[config.mk]
export PLATFORM = sky130hd
export DESIGN_NAME = shift_light_bar_with_boot_sweep_top_flat
export DESIGN_NICKNAME = d
export VERILOG_FILES = /design/src/hw/rtl/slb_pkg.sv /design/src/hw/rtl/slb_in_if.sv /design/src/hw/rtl/slb_out_if.sv /design/src/hw/rtl/slb_cfg_if.sv /design/src/hw/rtl/shift_light_bar_with_boot_sweep_top.sv /design/src/hw/rtl/slb_dp.sv /design/src/hw/rtl/slb_ctrl.sv /design/src/flat_wrapper.sv
export SDC_FILE = /design/constraint.sdc
export NUM_CORES = 1
export LEC_CHECK = 0
export BUFFER_PORTS_ARGS = -buffer_cell sky130_fd_sc_hd__buf_4
export CORE_ASPECT_RATIO = 1.4
export CORE_MARGIN = 2
export CORE_UTILIZATION = 57
export DETAILED_ROUTE_END_ITERATION = 10
export PLACE_DENSITY = 0.79
export SYNTH_ARGS = -nofsm -noshare
export SYNTH_HDL_FRONTEND = slang
export SYNTH_HIERARCHICAL = 1
export SYNTH_SLANG_ARGS = --single-unit
[constraint.sdc]
create_clock -name clk -period 3.9 [get_ports clk]
set_clock_uncertainty 0.05 [all_clocks]
set_input_delay 0.39 -clock clk [delete_from_list [all_inputs] [get_ports clk]]
set_output_delay 0.39 -clock clk [all_outputs]
set_load 0.05 [all_outputs]
[src/hw/rtl/slb_pkg.sv]
package slb_pkg;

  localparam int MASK_W    = 10;
  localparam int RPM_W     = 16;
  localparam int TIME_W    = 32;
  localparam int CFG_W     = 16;
  localparam int CFG_IDX_W = 2;

  localparam int SEGMENTS_DEF = 10;

  localparam logic [CFG_W-1:0] FIRST_RPM_RST = 16'd3500;
  localparam logic [CFG_W-1:0] LAST_RPM_RST  = 16'd7200;
  localparam logic [CFG_W-1:0] SWEEP_MS_RST  = 16'd1500;

  localparam logic [CFG_IDX_W-1:0] CFG_FIRST_RPM = 2'd0;
  localparam logic [CFG_IDX_W-1:0] CFG_LAST_RPM  = 2'd1;
  localparam logic [CFG_IDX_W-1:0] CFG_SWEEP_MS  = 2'd2;

  typedef struct packed {
    logic [MASK_W-1:0] red;
    logic [MASK_W-1:0] amber;
    logic [MASK_W-1:0] green;
  } masks_t;

  typedef struct packed {
    logic load;
    logic calc_rem;
    logic expire;
    logic calc_elapsed;
    logic phase;
    logic rpm_eval;
    logic div_step;
    logic sweep_fill;
    logic rpm_lit;
    logic apply;
    logic emit;
  } ctrl_cmd_t;

  typedef struct packed {
    logic swp_run;
    logic expired;
    logic lt_half;
    logic fresh;
    logic rpm_div;
    logic div_done;
  } dp_status_t;

  function automatic masks_t bar_for_count(input int lit, input int segs);
    masks_t m;
    int     i;
    m = '0;
    for (i = 0; i < MASK_W; i++) begin
      if (i < segs && i < lit) begin
        if (i >= segs - 3) begin
          m.red[i] = 1'b1;
        end else if (i >= segs - 7) begin
          m.amber[i] = 1'b1;
        end else begin
          m.green[i] = 1'b1;
        end
      end
    end
    return m;
  endfunction

  function automatic masks_t all_red(input int segs);
    masks_t m;
    int     i;
    m = '0;
    for (i = 0; i < MASK_W; i++) begin
      if (i < segs) begin
        m.red[i] = 1'b1;
      end
    end
    return m;
  endfunction

endpackage

[src/hw/rtl/slb_in_if.sv]
interface slb_in_if;
  logic                          valid;
  logic                          ready;
  logic [slb_pkg::TIME_W-1:0]    now_ms;
  logic [slb_pkg::RPM_W-1:0]     rpm;
  logic                          rpm_fresh;

  modport source(output valid, now_ms, rpm, rpm_fresh, input ready);
  modport sink(input valid, now_ms, rpm, rpm_fresh, output ready);
endinterface

[src/hw/rtl/slb_out_if.sv]
interface slb_out_if;
  logic                          valid;
  logic                          ready;
  logic [slb_pkg::MASK_W-1:0]    green_mask;
  logic [slb_pkg::MASK_W-1:0]    amber_mask;
  logic [slb_pkg::MASK_W-1:0]    red_mask;
  logic                          sweep_active;
  logic                          repainted;

  modport source(output valid, green_mask, amber_mask, red_mask, sweep_active, repainted,
                 input ready);
  modport sink(input valid, green_mask, amber_mask, red_mask, sweep_active, repainted,
               output ready);
endinterface

[src/hw/rtl/slb_cfg_if.sv]
interface slb_cfg_if;
  logic                            valid;
  logic                            ready;
  logic [slb_pkg::CFG_IDX_W-1:0]   index;
  logic [slb_pkg::CFG_W-1:0]       data;

  modport source(output valid, index, data, input ready);
  modport sink(input valid, index, data, output ready);
endinterface

[src/hw/rtl/shift_light_bar_with_boot_sweep_top.sv]
// RPM shift-light bar with a power-up sweep.
// in_ch carries one transaction per time tick or rpm reading: now_ms, rpm and
// rpm_fresh. Every input transaction yields exactly one out_ch transaction with
// the green, amber and red segment masks, sweep_active and repainted.
// cfg_ch writes shift_first_rpm (index 0), shift_last_rpm (1) and sweep_ms (2);
// it is always ready and other indexes are dropped. Write it only while idle.
// The first input transaction arms the sweep; the bar fills, turns red, goes
// dark, and is repainted on the first fresh rpm after the sweep ends.
// The lit count comes from a repeated-subtraction divider that counts one lit
// segment per cycle, so an item takes longer the more segments it lights.
// One item is worked at a time; in_ch.ready is high only while the controller
// is idle. A finished result sits in the output register while the next item
// is taken and worked; if out_ch stalls, the next result waits in the final
// state until the register frees.
// Reset (rst_n low, synchronous) restores the register defaults, disarms the
// sweep, clears the shown bar and empties the output register.
module shift_light_bar_with_boot_sweep_top #(
  parameter int SEGMENTS = slb_pkg::SEGMENTS_DEF
) (
  input  logic       clk,
  input  logic       rst_n,
  slb_in_if.sink     in_ch,
  slb_out_if.source  out_ch,
  slb_cfg_if.sink    cfg_ch
);

  slb_pkg::ctrl_cmd_t  cmd;
  slb_pkg::dp_status_t status;
  slb_pkg::masks_t     masks;

  assign cfg_ch.ready = 1'b1;

  slb_ctrl u_ctrl (
    .clk       (clk),
    .rst_n     (rst_n),
    .in_valid  (in_ch.valid),
    .in_ready  (in_ch.ready),
    .out_valid (out_ch.valid),
    .out_ready (out_ch.ready),
    .status    (status),
    .cmd       (cmd)
  );

  slb_dp #(
    .SEGMENTS (SEGMENTS)
  ) u_dp (
    .clk              (clk),
    .rst_n            (rst_n),
    .cfg_we           (cfg_ch.valid),
    .cfg_index        (cfg_ch.index),
    .cfg_data         (cfg_ch.data),
    .in_now_ms        (in_ch.now_ms),
    .in_rpm           (in_ch.rpm),
    .in_rpm_fresh     (in_ch.rpm_fresh),
    .cmd              (cmd),
    .status           (status),
    .out_masks        (masks),
    .out_sweep_active (out_ch.sweep_active),
    .out_repainted    (out_ch.repainted)
  );

  assign out_ch.green_mask = masks.green;
  assign out_ch.amber_mask = masks.amber;
  assign out_ch.red_mask   = masks.red;

endmodule

[src/hw/rtl/slb_dp.sv]
module slb_dp #(
  parameter int SEGMENTS = slb_pkg::SEGMENTS_DEF
) (
  input  logic                            clk,
  input  logic                            rst_n,
  input  logic                            cfg_we,
  input  logic [slb_pkg::CFG_IDX_W-1:0]   cfg_index,
  input  logic [slb_pkg::CFG_W-1:0]       cfg_data,
  input  logic [slb_pkg::TIME_W-1:0]      in_now_ms,
  input  logic [slb_pkg::RPM_W-1:0]       in_rpm,
  input  logic                            in_rpm_fresh,
  input  slb_pkg::ctrl_cmd_t              cmd,
  output slb_pkg::dp_status_t             status,
  output slb_pkg::masks_t                 out_masks,
  output logic                            out_sweep_active,
  output logic                            out_repainted
);

  localparam int CW   = $clog2(SEGMENTS + 1);
  localparam int DIVW = slb_pkg::RPM_W + CW;
  localparam int TW   = slb_pkg::TIME_W;
  localparam int RW   = slb_pkg::RPM_W;

  localparam logic [1:0] SWP_IDLE = 2'd0;
  localparam logic [1:0] SWP_RUN  = 2'd1;
  localparam logic [1:0] SWP_DONE = 2'd2;

  localparam logic [CW-1:0] SEG_C = CW'(SEGMENTS);

  logic [slb_pkg::CFG_W-1:0] first_rpm_r, last_rpm_r, sweep_ms_r;

  logic [TW-1:0]    now_r;
  logic [RW-1:0]    rpm_r;
  logic             fresh_r;
  logic [TW-1:0]    end_r;
  logic [1:0]       swp_r;
  logic [TW-1:0]    rem_r;
  logic [TW-1:0]    elapsed_r;
  logic             force_r;
  logic [CW-1:0]    shown_r;
  logic [CW-1:0]    lit_r;
  slb_pkg::masks_t  masks_r;
  slb_pkg::masks_t  last_r;
  logic             sweeping_r;

  logic [DIVW-1:0]  div_rem_r;
  logic [RW-1:0]    div_dvs_r;
  logic [CW-1:0]    div_q_r;

  slb_pkg::masks_t  out_masks_r;
  logic             out_sweep_r;
  logic             out_rep_r;

  logic [RW+1:0]    sweep3;
  logic [RW-1:0]    three_q;
  logic             lt_3q;
  logic [RW-1:0]    rpm_diff;
  logic [DIVW-1:0]  div_dvs_ext;
  logic             div_ge;
  logic [CW-1:0]    fill_lit;

  always_comb begin
    sweep3      = {2'b00, sweep_ms_r} + {1'b0, sweep_ms_r, 1'b0};
    three_q     = sweep3[RW+1:2];
    lt_3q       = elapsed_r < TW'(three_q);
    rpm_diff    = rpm_r - first_rpm_r;
    div_dvs_ext = DIVW'(div_dvs_r);
    div_ge      = div_rem_r >= div_dvs_ext;
    fill_lit    = (div_q_r == SEG_C) ? SEG_C : div_q_r + CW'(1);
  end

  assign status.swp_run  = swp_r == SWP_RUN;
  assign status.expired  = (rem_r == '0) || rem_r[TW-1];
  assign status.lt_half  = elapsed_r < TW'(sweep_ms_r[RW-1:1]);
  assign status.fresh    = fresh_r;
  assign status.rpm_div  = (rpm_r > first_rpm_r) && (last_rpm_r > first_rpm_r);
  assign status.div_done = !div_ge || (div_q_r == SEG_C);

  always_ff @(posedge clk) begin
    if (!rst_n) begin
      first_rpm_r <= slb_pkg::FIRST_RPM_RST;
      last_rpm_r  <= slb_pkg::LAST_RPM_RST;
      sweep_ms_r  <= slb_pkg::SWEEP_MS_RST;
    end else if (cfg_we) begin
      case (cfg_index)
        slb_pkg::CFG_FIRST_RPM: first_rpm_r <= cfg_data;
        slb_pkg::CFG_LAST_RPM:  last_rpm_r  <= cfg_data;
        slb_pkg::CFG_SWEEP_MS:  sweep_ms_r  <= cfg_data;
        default: ;
      endcase
    end
  end

  always_ff @(posedge clk) begin
    if (!rst_n) begin
      swp_r   <= SWP_IDLE;
      end_r   <= '0;
      force_r <= 1'b0;
      shown_r <= '0;
      last_r  <= '0;
    end else begin
      if (cmd.load && swp_r == SWP_IDLE) begin
        end_r <= in_now_ms + TW'(sweep_ms_r);
        swp_r <= SWP_RUN;
      end
      if (cmd.expire) begin
        swp_r   <= SWP_DONE;
        force_r <= 1'b1;
      end
      if (cmd.apply && (force_r || lit_r != shown_r)) begin
        shown_r <= lit_r;
        force_r <= 1'b0;
      end
      if (cmd.emit) begin
        last_r <= masks_r;
      end
    end
  end

  always_ff @(posedge clk) begin
    if (cmd.load) begin
      now_r      <= in_now_ms;
      rpm_r      <= in_rpm;
      fresh_r    <= in_rpm_fresh;
      masks_r    <= last_r;
      sweeping_r <= 1'b0;
    end
    if (cmd.calc_rem) begin
      rem_r <= end_r - now_r;
    end
    if (cmd.expire) begin
      masks_r <= '0;
    end
    if (cmd.calc_elapsed) begin
      elapsed_r  <= TW'(sweep_ms_r) - rem_r;
      sweeping_r <= 1'b1;
    end
    if (cmd.phase) begin
      if (status.lt_half) begin
        div_rem_r <= DIVW'(elapsed_r[RW-2:0]) * DIVW'(SEGMENTS);
        div_dvs_r <= {1'b0, sweep_ms_r[RW-1:1]};
        div_q_r   <= '0;
      end else if (lt_3q) begin
        masks_r <= slb_pkg::all_red(SEGMENTS);
      end else begin
        masks_r <= '0;
      end
    end
    if (cmd.rpm_eval) begin
      if (status.rpm_div) begin
        div_rem_r <= DIVW'(rpm_diff) * DIVW'(SEGMENTS);
        div_dvs_r <= last_rpm_r - first_rpm_r;
        div_q_r   <= '0;
      end else begin
        lit_r <= (rpm_r > first_rpm_r) ? SEG_C : '0;
      end
    end
    if (cmd.div_step && div_ge && div_q_r != SEG_C) begin
      div_rem_r <= div_rem_r - div_dvs_ext;
      div_q_r   <= div_q_r + CW'(1);
    end
    if (cmd.sweep_fill) begin
      masks_r <= slb_pkg::bar_for_count(int'(fill_lit), SEGMENTS);
    end
    if (cmd.rpm_lit) begin
      lit_r <= div_q_r;
    end
    if (cmd.apply && (force_r || lit_r != shown_r)) begin
      masks_r <= slb_pkg::bar_for_count(int'(lit_r), SEGMENTS);
    end
    if (cmd.emit) begin
      out_masks_r <= masks_r;
      out_sweep_r <= sweeping_r;
      out_rep_r   <= masks_r != last_r;
    end
  end

  assign out_masks        = out_masks_r;
  assign out_sweep_active = out_sweep_r;
  assign out_repainted    = out_rep_r;

endmodule

[src/hw/rtl/slb_ctrl.sv]
module slb_ctrl (
  input  logic                 clk,
  input  logic                 rst_n,
  input  logic                 in_valid,
  output logic                 in_ready,
  output logic                 out_valid,
  input  logic                 out_ready,
  input  slb_pkg::dp_status_t  status,
  output slb_pkg::ctrl_cmd_t   cmd
);

  localparam logic [2:0] S_IDLE  = 3'd0;
  localparam logic [2:0] S_SWEEP = 3'd1;
  localparam logic [2:0] S_CHK   = 3'd2;
  localparam logic [2:0] S_PHASE = 3'd3;
  localparam logic [2:0] S_RPM   = 3'd4;
  localparam logic [2:0] S_DIV   = 3'd5;
  localparam logic [2:0] S_APPLY = 3'd6;
  localparam logic [2:0] S_EMIT  = 3'd7;

  logic [2:0] state_r, state_nxt;
  logic       div_sweep_r, div_sweep_nxt;
  logic       out_valid_r, out_valid_nxt;
  logic       out_free;

  assign out_free  = !out_valid_r || out_ready;
  assign in_ready  = state_r == S_IDLE;
  assign out_valid = out_valid_r;

  always_comb begin
    state_nxt     = state_r;
    div_sweep_nxt = div_sweep_r;
    cmd           = '0;
    case (state_r)
      S_IDLE: begin
        if (in_valid) begin
          cmd.load  = 1'b1;
          state_nxt = S_SWEEP;
        end
      end
      S_SWEEP: begin
        if (status.swp_run) begin
          cmd.calc_rem = 1'b1;
          state_nxt    = S_CHK;
        end else begin
          state_nxt = S_RPM;
        end
      end
      S_CHK: begin
        if (status.expired) begin
          cmd.expire = 1'b1;
          state_nxt  = S_RPM;
        end else begin
          cmd.calc_elapsed = 1'b1;
          state_nxt        = S_PHASE;
        end
      end
      S_PHASE: begin
        cmd.phase = 1'b1;
        if (status.lt_half) begin
          div_sweep_nxt = 1'b1;
          state_nxt     = S_DIV;
        end else begin
          state_nxt = S_EMIT;
        end
      end
      S_RPM: begin
        if (!status.fresh) begin
          state_nxt = S_EMIT;
        end else begin
          cmd.rpm_eval = 1'b1;
          if (status.rpm_div) begin
            div_sweep_nxt = 1'b0;
            state_nxt     = S_DIV;
          end else begin
            state_nxt = S_APPLY;
          end
        end
      end
      S_DIV: begin
        if (!status.div_done) begin
          cmd.div_step = 1'b1;
        end else if (div_sweep_r) begin
          cmd.sweep_fill = 1'b1;
          state_nxt      = S_EMIT;
        end else begin
          cmd.rpm_lit = 1'b1;
          state_nxt   = S_APPLY;
        end
      end
      S_APPLY: begin
        cmd.apply = 1'b1;
        state_nxt = S_EMIT;
      end
      S_EMIT: begin
        if (out_free) begin
          cmd.emit  = 1'b1;
          state_nxt = S_IDLE;
        end
      end
      default: state_nxt = S_IDLE;
    endcase
  end

  always_comb begin
    if (cmd.emit) begin
      out_valid_nxt = 1'b1;
    end else if (out_ready) begin
      out_valid_nxt = 1'b0;
    end else begin
      out_valid_nxt = out_valid_r;
    end
  end

  always_ff @(posedge clk) begin
    if (!rst_n) begin
      state_r     <= S_IDLE;
      div_sweep_r <= 1'b0;
      out_valid_r <= 1'b0;
    end else begin
      state_r     <= state_nxt;
      div_sweep_r <= div_sweep_nxt;
      out_valid_r <= out_valid_nxt;
    end
  end

endmodule

[src/flat_wrapper.sv]
// flat-port wrapper written by rule: the top's interface ports become plain ports
module shift_light_bar_with_boot_sweep_top_flat 
#(
  parameter int SEGMENTS = slb_pkg::SEGMENTS_DEF
)
  (clk, rst_n, in_ch_valid, in_ch_now_ms, in_ch_rpm, in_ch_rpm_fresh, in_ch_ready, out_ch_valid, out_ch_green_mask, out_ch_amber_mask, out_ch_red_mask, out_ch_sweep_active, out_ch_repainted, out_ch_ready, cfg_ch_valid, cfg_ch_index, cfg_ch_data, cfg_ch_ready);
  slb_in_if in_ch_i ();
  slb_out_if out_ch_i ();
  slb_cfg_if cfg_ch_i ();
  input  logic clk;
  input  logic rst_n;
  input wire logic [$bits(in_ch_i.valid)-1:0] in_ch_valid;
  input wire logic [$bits(in_ch_i.now_ms)-1:0] in_ch_now_ms;
  input wire logic [$bits(in_ch_i.rpm)-1:0] in_ch_rpm;
  input wire logic [$bits(in_ch_i.rpm_fresh)-1:0] in_ch_rpm_fresh;
  output wire logic [$bits(in_ch_i.ready)-1:0] in_ch_ready;
  output wire logic [$bits(out_ch_i.valid)-1:0] out_ch_valid;
  output wire logic [$bits(out_ch_i.green_mask)-1:0] out_ch_green_mask;
  output wire logic [$bits(out_ch_i.amber_mask)-1:0] out_ch_amber_mask;
  output wire logic [$bits(out_ch_i.red_mask)-1:0] out_ch_red_mask;
  output wire logic [$bits(out_ch_i.sweep_active)-1:0] out_ch_sweep_active;
  output wire logic [$bits(out_ch_i.repainted)-1:0] out_ch_repainted;
  input wire logic [$bits(out_ch_i.ready)-1:0] out_ch_ready;
  input wire logic [$bits(cfg_ch_i.valid)-1:0] cfg_ch_valid;
  input wire logic [$bits(cfg_ch_i.index)-1:0] cfg_ch_index;
  input wire logic [$bits(cfg_ch_i.data)-1:0] cfg_ch_data;
  output wire logic [$bits(cfg_ch_i.ready)-1:0] cfg_ch_ready;
  assign in_ch_i.valid = in_ch_valid;
  assign in_ch_i.now_ms = in_ch_now_ms;
  assign in_ch_i.rpm = in_ch_rpm;
  assign in_ch_i.rpm_fresh = in_ch_rpm_fresh;
  assign in_ch_ready = in_ch_i.ready;
  assign out_ch_valid = out_ch_i.valid;
  assign out_ch_green_mask = out_ch_i.green_mask;
  assign out_ch_amber_mask = out_ch_i.amber_mask;
  assign out_ch_red_mask = out_ch_i.red_mask;
  assign out_ch_sweep_active = out_ch_i.sweep_active;
  assign out_ch_repainted = out_ch_i.repainted;
  assign out_ch_i.ready = out_ch_ready;
  assign cfg_ch_i.valid = cfg_ch_valid;
  assign cfg_ch_i.index = cfg_ch_index;
  assign cfg_ch_i.data = cfg_ch_data;
  assign cfg_ch_ready = cfg_ch_i.ready;
  shift_light_bar_with_boot_sweep_top #(.SEGMENTS(SEGMENTS)) u_core (.clk(clk), .rst_n(rst_n), .in_ch(in_ch_i), .out_ch(out_ch_i), .cfg_ch(cfg_ch_i));
endmodule
==> metrics.md <==
| Metric | Value |
|---|---|
| Crit end category | `flop` |
| Area of the multi-input gates | `~13000 sq um` |
| Peak supply drop | `349 uV` |
| Final #Nets | `2848` |
| IO Pins | `107` |
| Ranking of synthesized cells by area | `edfxtp_1 (21%), dfxtp_1 (18%), ha_1 (12%), xnor2_1 (4.8%), a21oi_1 (4.0%)` |
| Die extent in y | `234 um` |
| Slew Limit Fails | `0` |
| Worst R2R Setup Slack | `-0.15 ns` |
| Least-Margin Pin Slew | `1.29 ns` |
| Worst-Skew Late Latency | `0.55 ns` |
| Crit-path most repeated cell | `ha_4` |
| Slowest stage delay, CP | `0.44 ns` |
| Worst reg2reg path startpoint | `u_core/u_dp/rpm_r[1]` |
| CTS clk-pin slew, worst paths | `0.06 ns` |
| Worst Path Class, Setup | `reg -> reg` |
| #FFs+latches synth | `342` |
| Maximum clock frequency | `247 MHz` |
| Max-cap check violation count | `0` |
| Critical path startpoint category | `flop` |
| CTS root buf | `clkbuf_16` |
| Placer Congestion | `1.00` |
| Leakage | `10.9 nW` |
| Register area share after synthesis | `38.7%` |
| WL per Instance | `18.2 um` |
| Post-synth cell types | `94` |
| Antenna violations before repair | `0` |
| P_sw | `approximately 5.2 mW` |
| Hold Crit Endpoint | `u_core/u_dp/now_r[27]` |
| Filler cell count | `2670` |
| Core area | `37400 sq um` |
| Synth top area share | `20.8%` |
| DR vias | `18400` |
| Critical path fanouts, max | `3` |
| Die Area | `39400 sq um` |
| Mapped cell area | `21500 sq um` |
| Final hold vios | `0` |
| Initial core utilization | `57.6%` |
| CTS H-tree depth | `2` |
| GR Overflow Total | `0` |
| EDFF count, synth | `149` |
| CTS max path bufs | `3` |
| Vias per inst | `6.03` |
| GR Util All Layers | `around 27%` |
| Tmin final | `4.05 ns` |
| Sequential Power Share | `30.8%` |
| Clock power frac | `between 20 and 30%` |
| Area delta synth->final | `20.7%` |
| Max transition margin | `13.9%` |
| Syn_nets | `2619` |
| Worst EP required | `4.30 ns` |
| Synth Flop Type | `dfxtp_1` |
| Crit-path cells | `ha_4, nor2b_4, o31a_1, o21bai_2, nand2_1, a21oi_2, o21bai_1, a21oi_1, xnor2_1, ha_1, ha_4, and2_4, a31o_4, a41oi_4, a211oi_4, a211oi_2, o32ai_2, a221oi_2` |
| CP max-delay cell | `edfxtp_1` |
| Tcrit/Tclk final | `104%` |
| Final setup margin | `-0.147 ns` |
| Share of cells above drive strength 1 | `16.2%` |
| Avg Cell Area, Syn | `9.27 sq um` |
| Post-synth top area cell | `edfxtp_1` |
| Largest net degree at the start of global routing | `63` |
| Ys async rst share | `0%` |
| PortBufs | `105` |
| Min-delay src | `in_ch_now_ms[27]` |
| Worst min path class | `in -> reg` |
| CTS Sinks | `342` |
| Final wirelength | `55600 um` |
| Register Area | `8350 sq um` |
| ANT nets after route | `0` |
| Count leader, synth | `nand2_1` |
| TritonCTS clock tree | `yes` |
| First-pass GRT wire length | `86400 um` |
| Worst reg2reg endpoint | `u_core/u_dp/div_rem_r[17]` |
| Critical path data arrival time | `4.45 ns` |
| Pre-antenna DRT Iters | `6` |
| Rows | `84` |
| Die width | `168 um` |
| Cells after synthesis | `2325` |
| Hold Crit Depth | `1` |
| Synth warn | `6` |
| Violated checks | `setup timing` |
| Final setup viols | `14` |
| RSZ-0062 raised after global routing | `true` |
| PwrDens | `569 nW/um^2` |
| Vias in the first global route | `18200` |
| WHS | `0.0244 ns` |
| Ant diodes | `0` |
| R2R depth | `18` |
| CTS Buf Count | `36` |
| Logic pwr share | `43.3%` |
| Status | `finished with violations` |
| HPWL after DPL | `38700 um` |
| DRC viols | `0` |
| Starting DRT DRC Count | `approximately 1400` |
| Switch share | `35.4%` |
| Pint | `9.55 mW` |
| Synth top cells by count | `nand2_1 (228), ha_1 (213), dfxtp_1 (193)` |
| Overall power | `roughly 15 mW` |
[cells by family after synthesis]
logic type | synth area share, %
other | 0.0174
buffers and inverters | 4.06
XOR/XNOR | 7.15
adder cells (fa/ha/maj) | 13.2
AO/OA/AOI/OAI | 17.5
multiplexers | 3.91
flip-flops | 38.7
AND/OR/NAND/NOR | 15.4
[state kept, by name, summed over array words and instances, names as in the netlist, 4 cells and up]
| register | cells |
|---|---|
| u_core/u_dp/elapsed_r | 32 |
| u_core/u_dp/end_r | 32 |
| u_core/u_dp/now_r | 32 |
| u_core/u_dp/rem_r | 32 |
| u_core/u_dp/last_r | 30 |
| u_core/u_dp/masks_r | 30 |
| u_core/u_dp/out_masks | 30 |
| u_core/u_dp/div_rem_r | 20 |
| u_core/u_dp/div_dvs_r | 16 |
| u_core/u_dp/first_rpm_r | 16 |
| u_core/u_dp/last_rpm_r | 16 |
| u_core/u_dp/rpm_r | 16 |
| u_core/u_dp/sweep_ms_r | 16 |
| u_core/u_dp/div_q_r | 4 |
| u_core/u_dp/lit_r | 4 |
| u_core/u_dp/shown_r | 4 |
[area by class of cell]
type / instances / share of cell area, %
Multi-Input combinational cell: 1763 / 50.2
Sequential cell: 342 / 32.1
Timing Repair Buffer: 262 / 8.13
Clock buffer: 42 / 3.75
Tap cell: 473 / 2.28
Inverter: 149 / 2.15
Clock inverter: 24 / 1.36
[power by group through the flow]
stage	clock network, mW	logic (mW)	registers (mW)
floorplan	0	3.93	4.51
global placement	0	5.06	4.60
finish	3.83	6.40	4.55
detailed placement	0	5.25	4.61
global route	4.03	6.96	4.60
CTS	3.89	5.75	4.55
[repair_timing]
| item | 4_1_cts | 5_1_grt |
|---|---|---|
| setup buffers | 15 | 7 |
| hold endpoints to repair | 46 | 0 |
| cloned | 1 | 0 |
| resized for setup | 68 | 64 |
| setup endpoints to repair | 17 | 18 |
| pin swaps | 59 | 53 |
| hold buffers | 46 | 0 |
[worst max-delay path: cells and delay by family, from the launching register on]
family,cells,cell delay [ns]
compound gates,11,2.10
fa+ha+maj,3,0.80
flops,1,0.44
simple gates,3,0.39
xor+xnor,1,0.16
[how the worst max path moves through the flow]
| stage | from | to | cells after the start | slack, ns |
|---|---|---|---|---|
| 2_1_floorplan | u_core/u_dp/first_rpm_r[1] | u_core/u_dp/div_rem_r[17] | 20 | 0.01 |
| 3_3_place_gp | u_core/u_dp/sweep_ms_r[1] | u_core/u_dp/masks_r[28] | 18 | -0.42 |
| 3_5_place_dp | u_core/u_dp/sweep_ms_r[1] | u_core/u_dp/masks_r[29] | 18 | -0.63 |
| 4_1_cts | u_core/u_dp/sweep_ms_r[1] | u_core/u_dp/masks_r[29] | 18 | -0.21 |
| 5_1_grt | u_core/u_dp/sweep_ms_r[1] | u_core/u_dp/masks_r[29] | 18 | -0.33 |
| 6_report | u_core/u_dp/rpm_r[1] | u_core/u_dp/div_rem_r[17] | 18 | -0.15 |
[layout by cell type (no fill, tap or decap), drive strengths merged, types with 58 or more instances in the layout]
master / n
edfxtp: 149
mux2i: 73
o21ai: 130
ha: 213
dfxtp: 193
a21oi: 175
nor2: 189
xnor2: 118
nand2: 230
buf: 216
inv: 150
xor2: 58
[per-stage QoR]
| stage | utilization (%) | TNS [ns] | instance area [sq um] | setup slack [ns] | cells |
|---|---|---|---|---|---|
| after floorplan | - | 0 | 21600 | 0.0114 | 2325 |
| after global placement | 62.4 | -4.03 | 23400 | -0.424 | 2921 |
| after detailed placement | 62.4 | -6.90 | 23400 | -0.632 | 2921 |
| after CTS | 68.4 | -1.95 | 25600 | -0.207 | 3048 |
| after global routing | 69.5 | -4.18 | 26000 | -0.329 | 3055 |
| final | 69.5 | -0.857 | 26000 | -0.147 | 3055 |
[layer usage]
layer | wire [um] | share of wire (%) | global-route usage, % | vias up
met4 | 2540 | 4.6 | 12.6 | 0
met2 | 28000 | 50 | 50.4 | 647
li1 | - | - | - | 8802
met1 | 22000 | 40 | 30.5 | 8799
met5 | 0 | 0 | 0 | -
met3 | 2950 | 5.3 | 3.11 | 182
Power figures use the tool's default switching activity.
